### src/hw/rtl/vcb_pkg.sv
// ----------------------------------------------------------------------------
// vcb_pkg: shared types and constants of the vertex color blend unit
// Blend mode codes, the result kind of a pixel and the pipeline stage records.
// ----------------------------------------------------------------------------
package vcb_pkg;

    localparam int unsigned ChanW  = 8;
    localparam int unsigned ProdW  = 2 * ChanW;
    localparam int unsigned NumRgb = 3;
    localparam int unsigned NumCh  = 4;

    localparam logic [ChanW-1:0] ChanMax = 8'd255;
    localparam logic [ChanW-1:0] SatMax  = 8'd254;

    // Blend mode register codes
    typedef enum logic [2:0] {
        MODE_MIX    = 3'd0,
        MODE_ADD    = 3'd1,
        MODE_SUB    = 3'd2,
        MODE_MUL    = 3'd3,
        MODE_FILTER = 3'd4,
        MODE_PASS_5 = 3'd5,
        MODE_PASS_6 = 3'd6,
        MODE_PASS_7 = 3'd7
    } mode_t;

    // How the result of one item is formed
    typedef enum logic [1:0] {
        KIND_OLD   = 2'd0,
        KIND_PAINT = 2'd1,
        KIND_CALC  = 2'd2
    } kind_t;

    // Stage 1: first products and the pass-through color
    typedef struct packed {
        kind_t                              kind;
        mode_t                              mode;
        logic [NumCh-1:0][ChanW-1:0]        pass_color;
        logic [NumRgb-1:0][ChanW-1:0]       old_c;
        logic [NumRgb-1:0][ProdW-1:0]       sp;
        logic [NumRgb-1:0][ChanW-1:0]       po_hi;
        logic [ChanW-1:0]                   inv;
        logic [ChanW-1:0]                   s;
    } st1_t;

    // Stage 2: second products and the add/subtract results
    typedef struct packed {
        kind_t                              kind;
        mode_t                              mode;
        logic [NumCh-1:0][ChanW-1:0]        pass_color;
        logic [NumRgb-1:0][ProdW-1:0]       io;
        logic [NumRgb-1:0][ProdW-1:0]       spo;
        logic [NumRgb-1:0][ProdW-1:0]       sp;
        logic [NumRgb-1:0][ChanW-1:0]       add_r;
        logic [NumRgb-1:0][ChanW-1:0]       sub_r;
    } st2_t;

endpackage

### src/hw/rtl/vertex_color_blend_unit.sv
// ----------------------------------------------------------------------------
// vertex_color_blend_unit: per-pixel RGBA paint blend
// Three-stage pipeline that blends an old color with a paint color.
// ----------------------------------------------------------------------------
// Usage:
//   Input channel (s_*): one item per pixel with the old RGBA color, the
//   paint RGBA color and a strength 0..255, under s_valid / s_ready.
//   Result channel (m_*): one blended RGBA item per input item, in order,
//   under m_valid / m_ready.
//   Configuration: cfg_wr_en writes cfg_wr_data into the blend mode
//   register (0 mix, 1 add, 2 subtract, 3 multiply, 4 filter as mix,
//   5..7 pass). Write it only while no item is in flight.
//   Stages: three register stages (input products, second products, final
//   sum and select); an accepted item passes through them in that order.
//   Throughput: one item per cycle unless a receiver stall has filled every
//   stage; each stage holds at most one item and the 8x8 multipliers of the
//   first two stages set the depth of each stage.
//   Reset (aresetn low, synchronous) empties all stages and sets mode to mix.
//   When the receiver stalls, the result register holds its item and the
//   earlier stages keep filling until every stage is full; only then does
//   s_ready drop. Nothing is lost or repeated.
// ----------------------------------------------------------------------------
module vertex_color_blend_unit (
    input  logic       aclk,
    input  logic       aresetn,
    input  logic       cfg_wr_en,
    input  logic [2:0] cfg_wr_data,
    input  logic       s_valid,
    output logic       s_ready,
    input  logic [7:0] s_old_red,
    input  logic [7:0] s_old_green,
    input  logic [7:0] s_old_blue,
    input  logic [7:0] s_old_alpha,
    input  logic [7:0] s_paint_red,
    input  logic [7:0] s_paint_green,
    input  logic [7:0] s_paint_blue,
    input  logic [7:0] s_paint_alpha,
    input  logic [7:0] s_strength,
    output logic       m_valid,
    input  logic       m_ready,
    output logic [7:0] m_new_red,
    output logic [7:0] m_new_green,
    output logic [7:0] m_new_blue,
    output logic [7:0] m_new_alpha
);

    // ------------------------------------------------------------------
    // Mode register
    // ------------------------------------------------------------------
    vcb_pkg::mode_t mode_reg;

    always_ff @(posedge aclk) begin
        if (!aresetn) begin
            mode_reg <= vcb_pkg::MODE_MIX;
        end else if (cfg_wr_en) begin
            mode_reg <= vcb_pkg::mode_t'(cfg_wr_data);
        end
    end

    // ------------------------------------------------------------------
    // Stage valids and per-stage load enables. A stage loads when it is
    // empty or its item moves on in the same cycle.
    // ------------------------------------------------------------------
    logic v1_reg, v2_reg, v3_reg;
    logic ld1, ld2, ld3;

    assign ld3     = !v3_reg || m_ready;
    assign ld2     = !v2_reg || ld3;
    assign ld1     = !v1_reg || ld2;
    assign s_ready = ld1;
    assign m_valid = v3_reg;

    always_ff @(posedge aclk) begin
        if (!aresetn) begin
            v1_reg <= 1'b0;
            v2_reg <= 1'b0;
            v3_reg <= 1'b0;
        end else begin
            if (ld1) v1_reg <= s_valid;
            if (ld2) v2_reg <= v1_reg;
            if (ld3) v3_reg <= v2_reg;
        end
    end

    // ------------------------------------------------------------------
    // Stage 1: classify the item and form s*paint, paint*old, 255-s
    // ------------------------------------------------------------------
    vcb_pkg::st1_t st1_reg, st1_next;
    logic [vcb_pkg::NumRgb-1:0][7:0] in_old, in_paint;

    assign in_old   = {s_old_blue, s_old_green, s_old_red};
    assign in_paint = {s_paint_blue, s_paint_green, s_paint_red};

    always_comb begin
        logic [vcb_pkg::ProdW-1:0] po;
        po = '0;
        st1_next.mode = mode_reg;
        st1_next.s    = s_strength;
        st1_next.inv  = vcb_pkg::ChanMax - s_strength;
        if (mode_reg > vcb_pkg::MODE_FILTER || s_strength == '0) begin
            st1_next.kind       = vcb_pkg::KIND_OLD;
            st1_next.pass_color = {s_old_alpha, s_old_blue, s_old_green, s_old_red};
        end else if ((mode_reg == vcb_pkg::MODE_MIX || mode_reg == vcb_pkg::MODE_FILTER)
                     && s_strength == vcb_pkg::ChanMax) begin
            st1_next.kind       = vcb_pkg::KIND_PAINT;
            st1_next.pass_color = {s_paint_alpha, s_paint_blue, s_paint_green,
                                   s_paint_red};
        end else begin
            st1_next.kind       = vcb_pkg::KIND_CALC;
            st1_next.pass_color = {s_old_alpha, s_old_blue, s_old_green, s_old_red};
        end
        for (int c = 0; c < vcb_pkg::NumRgb; c++) begin
            po                 = {8'd0, in_paint[c]} * {8'd0, in_old[c]};
            st1_next.old_c[c]  = in_old[c];
            st1_next.sp[c]     = {8'd0, s_strength} * {8'd0, in_paint[c]};
            st1_next.po_hi[c]  = po[15:8];
        end
    end

    always_ff @(posedge aclk) begin
        if (ld1 && s_valid) st1_reg <= st1_next;
    end

    // ------------------------------------------------------------------
    // Stage 2: (255-s)*old, s*((paint*old)>>8), saturating add, clamped sub
    // ------------------------------------------------------------------
    vcb_pkg::st2_t st2_reg, st2_next;

    always_comb begin
        logic [8:0] sum9;
        logic [7:0] d;
        sum9 = '0;
        d    = '0;
        st2_next.kind       = st1_reg.kind;
        st2_next.mode       = st1_reg.mode;
        st2_next.pass_color = st1_reg.pass_color;
        st2_next.sp         = st1_reg.sp;
        for (int c = 0; c < vcb_pkg::NumRgb; c++) begin
            d                  = st1_reg.sp[c][15:8];
            sum9               = {1'b0, st1_reg.old_c[c]} + {1'b0, d};
            st2_next.io[c]     = {8'd0, st1_reg.inv} * {8'd0, st1_reg.old_c[c]};
            st2_next.spo[c]    = {8'd0, st1_reg.s} * {8'd0, st1_reg.po_hi[c]};
            st2_next.add_r[c]  = (sum9 > {1'b0, vcb_pkg::SatMax}) ? vcb_pkg::ChanMax
                                                                  : sum9[7:0];
            st2_next.sub_r[c]  = (d > st1_reg.old_c[c]) ? 8'd0 : st1_reg.old_c[c] - d;
        end
    end

    always_ff @(posedge aclk) begin
        if (ld2 && v1_reg) st2_reg <= st2_next;
    end

    // ------------------------------------------------------------------
    // Stage 3: final sums and select into the result register
    // ------------------------------------------------------------------
    logic [vcb_pkg::NumCh-1:0][7:0] res_reg, res_next;

    always_comb begin
        logic [vcb_pkg::ProdW:0] acc;
        acc      = '0;
        res_next = st2_reg.pass_color;
        if (st2_reg.kind == vcb_pkg::KIND_CALC) begin
            res_next[3] = 8'd0;
            for (int c = 0; c < vcb_pkg::NumRgb; c++) begin
                case (st2_reg.mode)
                    vcb_pkg::MODE_ADD: begin
                        res_next[c] = st2_reg.add_r[c];
                    end
                    vcb_pkg::MODE_SUB: begin
                        res_next[c] = st2_reg.sub_r[c];
                    end
                    vcb_pkg::MODE_MUL: begin
                        acc         = {1'b0, st2_reg.io[c]} + {1'b0, st2_reg.spo[c]};
                        res_next[c] = acc[15:8];
                    end
                    default: begin
                        acc         = {1'b0, st2_reg.io[c]} + {1'b0, st2_reg.sp[c]};
                        res_next[c] = acc[15:8];
                    end
                endcase
            end
        end
    end

    always_ff @(posedge aclk) begin
        if (ld3 && v2_reg) res_reg <= res_next;
    end

    assign m_new_red   = res_reg[0];
    assign m_new_green = res_reg[1];
    assign m_new_blue  = res_reg[2];
    assign m_new_alpha = res_reg[3];

    // ------------------------------------------------------------------
    // Assertions
    // ------------------------------------------------------------------
    a_ready_only_when_full: assert property (@(posedge aclk) disable iff (!aresetn)
        !s_ready |-> (v1_reg && v2_reg && v3_reg))
        else $error("s_ready low while a stage is empty");

    a_mid_stage_holds: assert property (@(posedge aclk) disable iff (!aresetn)
        (v2_reg && !ld2) |=> v2_reg)
        else $error("stage 2 item dropped during stall");

    a_calc_alpha_zero: assert property (@(posedge aclk) disable iff (!aresetn)
        (v2_reg && ld3 && st2_reg.kind == vcb_pkg::KIND_CALC) |=> (m_new_alpha == 8'd0))
        else $error("computed result carries nonzero alpha");

    a_pass_exact: assert property (@(posedge aclk) disable iff (!aresetn)
        (v2_reg && ld3 && st2_reg.kind != vcb_pkg::KIND_CALC)
        |=> (res_reg == $past(st2_reg.pass_color)))
        else $error("pass-through color altered");

endmodule

### config.mk
export PLATFORM = sky130hd
export DESIGN_NAME = vertex_color_blend_unit
export DESIGN_NICKNAME = d
export VERILOG_FILES = /design/src/hw/rtl/vcb_pkg.sv /design/src/hw/rtl/vertex_color_blend_unit.sv
export SDC_FILE = /design/constraint.sdc
export NUM_CORES = 2
export LEC_CHECK = 0
export BUFFER_PORTS_ARGS = -buffer_cell sky130_fd_sc_hd__buf_2
export CORE_MARGIN = 5
export CORE_UTILIZATION = 35
export DETAILED_ROUTE_END_ITERATION = 10
export SKIP_CTS_REPAIR_TIMING = 1
export SLEW_MARGIN = 5
export SYNTH_ARGS = -nofsm -noshare
export SYNTH_HDL_FRONTEND = slang
export SYNTH_SLANG_ARGS = --single-unit
### constraint.sdc
create_clock -name aclk -period 27.3 [get_ports aclk]
set_input_delay 5.46 -clock aclk [delete_from_list [all_inputs] [get_ports aclk]]
set_output_delay 5.46 -clock aclk [all_outputs]
set_load 0.005 [all_outputs]
==> summary.txt <==
Status
  • Status: finished, final reports clean

Worst setup path
  • Buf/Inv on CP: 2
  • Max Fanout on Critical Path: 6
  • Largest stage delay, worst path: around 0.56 ns
  • Slowest CP cell: nor2b_1
  • Worst EP required: 21.84 ns
  • Most frequent cell on the critical path: buf_2
  • Setup CP Type: input port to output pin
  • Crit path max-delay family: simple AND/OR/NAND/NOR gates
  • CP Launch Type: input port
  • Critical-path cell list: buf_2 > nor2b_1 > nand3_1 > buf_2
  • Critical path arrival: approximately 6.5 ns
  • CP Capture Type: output pin

Final layout
  • Area grow syn2layout: 9.86%
  • Design Area, Final: between 40,000 and 50,000 µm²
  • Fraction of layout cells with a size suffix above 1: 7.93%
  • Fillers: about 12,000
  • Max reg flops: roughly 230
  • Nets: about 5,000

Drt
  • Via count: approximately 28,000
  • Met2 routed WL: 44.0 mm
  • Met1 Wirelength: approximately 48 mm
  • Top Layer Used: met5
  • Final ANT Viol Nets: 0
  • DRT Pass-1 Iters: 5
  • Routed len/inst: 17.4 µm
  • Metal3 WL: about 5.3 mm
  • Initial DRC Count: between 1,500 and 2,000
  • Remaining DRCs: 0
  • Drt total wl: approximately 100 mm
  • Vias per inst: 4.89

Global route
  • Largest net degree at the start of global routing: 76
  • Initial antenna violation count: 11
  • Grt ovf: 0
  • Global-route usage over all layers: between 10% and 20%
  • Vias in the first global route: roughly 29,000
  • Global-route wire length before repair: 159 mm

Die
  • Chip width: between 300 and 400 µm
  • I/O pin count: between 100 and 150
  • Die area: 127,000 µm²
  • Core area: about 120,000 µm²
  • Starting density of the core: around a third
  • Die height: approximately 360 µm
  • Site Rows: ~130

Synthesis
  • Synth area leader: edfxtp_1
  • Yosys top cell area share: a little under 30%
  • Yosys Warn Count: 0
  • Register area share after synthesis: between 20 and 30%
  • Syn_nets: roughly 5,000
  • Top FF cell, synth: edfxtp_1
  • Post-Syn Instances: between 3,000 and 4,000
  • Asr flop ratio synth: 0%
  • Synth top area cells: edfxtp_1, fa_1, ha_1, and2_1, inv_1
  • Synthesized flop and latch total: between 400 and 500
  • Post-synthesis instance area: 42,000 µm²
  • Syn_area_per_cell: approximately 11 µm²
  • EDFF count, synth: between 400 and 500
  • Synth unique cells: 67

Placement
  • # port buffers: 113
  • Area after DPL: around 44,000 µm²
  • Post-detail-place hpwl: ~75 mm
  • Placer's final routability congestion estimate: between 0.8 and 0.9
  • Setup slack at placement: between 15 and 20 ns

Clock network
  • H-tree Lvls: 2
  • Skew-Pair Late Insertion Delay: approximately 0.65 ns
  • Clock transition at path regs: approximately 0.070 ns
  • Sink Count: about 420
  • CTS Buf Count: 50
  • Max clock buf depth: 3
  • Root Buffer: clkbuf_16
  • TritonCTS clock tree: yes

STA
  • Final WS setup: about 15 ns
  • RSZ-0062 raised after global routing: false
  • Clk_skew: about 0.036 ns
  • Final Hold Fails: 0
  • Final Max Slew Viols: 0
  • Fmax: between 80 and 90 MHz
  • Measured slew at the worst slew-check pin: between 1 and 1.5 ns
  • Post-Route Setup TNS: 0 ns
  • Final setup fails: 0
  • Min Tclk post-route: around 12 ns
  • WHS: between 0.4 and 0.5 ns
  • Relative slew slack: between 30% and 40%
  • Tcrit/Tclk final: between 40% and 50%

Pwr
  • Max IR drop VDD: 0.134 mV
  • Leakage: between 20 and 25 nW
  • Power Dens Cells: approximately 110 nW/µm²

Run
  • Max cap viols: 0

Hold path
  • Worst Hold Class: flop to flop
worst register-to-register path, delay by kind of cell, from the launching register on:
kind	cells	cell delay [ns]
compound gates	4	0.84
buf+inv	2	0.09
flops	1	1.02
simple gates	2	0.60
xor+xnor	1	0.13
fa+ha+maj	5	2.22
per-stage QoR:
stage / util, % / total power [mW] / cells
2_1_floorplan: - / 3.59 / 3978
3_3_place_gp: 37.2 / 4.30 / 5631
3_5_place_dp: 37.2 / 4.34 / 5631
4_1_cts: 38.6 / 5.07 / 5723
5_1_grt: 38.6 / 5.55 / 5723
6_report: 38.6 / 5.03 / 5727
Yosys cell counts (all sizes together) (44+ instances only):
| master | n |
|---|---|
| inv | 640 |
| and2 | 598 |
| ha | 513 |
| fa | 435 |
| edfxtp | 410 |
| nand2 | 254 |
| a21oi | 138 |
| xnor2 | 131 |
| nor2 | 112 |
| clkbuf | 97 |
| mux2 | 78 |
| o21ai | 78 |
| nor2b | 44 |
power breakdown:
part / switching (mW) / internal, mW / total (mW) / leakage, nW
registers: 0.114 / 1.04 / 1.15 / 3.92
clock network: 0.297 / 0.384 / 0.680 / 0.810
logic: 1.77 / 1.42 / 3.20 / 16.2
cell usage in the layout, fill, tap and decap left out, types with 9 or more instances in the layout:
master / synthesis / final
mux2i_1: 12 / 12
inv_1: 640 / 640
nand2b_1: 26 / 25
a211oi_1: 27 / 27
clkbuf_16: 0 / 50
nor2_1: 112 / 112
a221oi_1: 21 / 21
nor2b_1: 44 / 42
or3_1: 16 / 16
nor4_1: 15 / 14
a21oi_1: 138 / 138
o21a_1: 37 / 37
o211ai_1: 11 / 11
buf_4: 0 / 28
and2_1: 598 / 598
xnor2_1: 131 / 131
mux2_2: 76 / 76
nand4_1: 9 / 9
xor2_1: 23 / 23
nand2_1: 254 / 254
o21ai_0: 74 / 74
nor3_1: 37 / 37
edfxtp_1: 410 / 410
buf_2: 3 / 113
a21boi_0: 11 / 10
nand3_1: 33 / 33
and3_1: 22 / 22
ha_1: 513 / 513
or2_2: 9 / 9
o31ai_1: 10 / 10
fa_1: 435 / 435
o22ai_1: 9 / 9
a21o_1: 23 / 23
path summary, 6_finish.rpt:
kind	cells past startpoint	slack (ns)	end	startpoint
setup / recovery	4	15.38	s_ready	m_ready
hold / removal	0	0.41	st2_reg[194]	st1_reg[114]
setup reg to reg	14	22.16	st2_reg[190]	st1_reg[12]
hold reg to reg	0	0.41	st2_reg[194]	st1_reg[114]
per-layer routing:
layer | global-route usage, % | vias up
met5 | 0 | -
met4 | 3.55 | 4
met3 | 2.35 | 112
met2 | 25.1 | 560
met1 | 23.0 | 14000
li1 | - | 13300
cell families after synthesis:
group           count (synthesis)  share of synthesized area [%]
buf+inv                       743                           6.64
fa+ha+maj                     948                           36.0
mux                            90                           2.38
simple gates                 1197                           15.6
compound gates                430                           6.62
xor+xnor                      154                           3.21
flops                         416                           29.6
cell type report:
| cell class | instances | area [µm²] | area share [%] |
|---|---|---|---|
| tap | 1612 | 2020 | 4.37 |
| inverter | 643 | 2410 | 5.23 |
| antenna | 4 | 10.0 | 0.0217 |
| multi-input combinational | 2819 | 26900 | 58.2 |
| clock inverter | 34 | 385 | 0.835 |
| clock buffer | 58 | 1280 | 2.77 |
| timing repair buffer | 141 | 776 | 1.68 |
| sequential | 416 | 12400 | 26.9 |
Power figures use the tool's default switching activity.
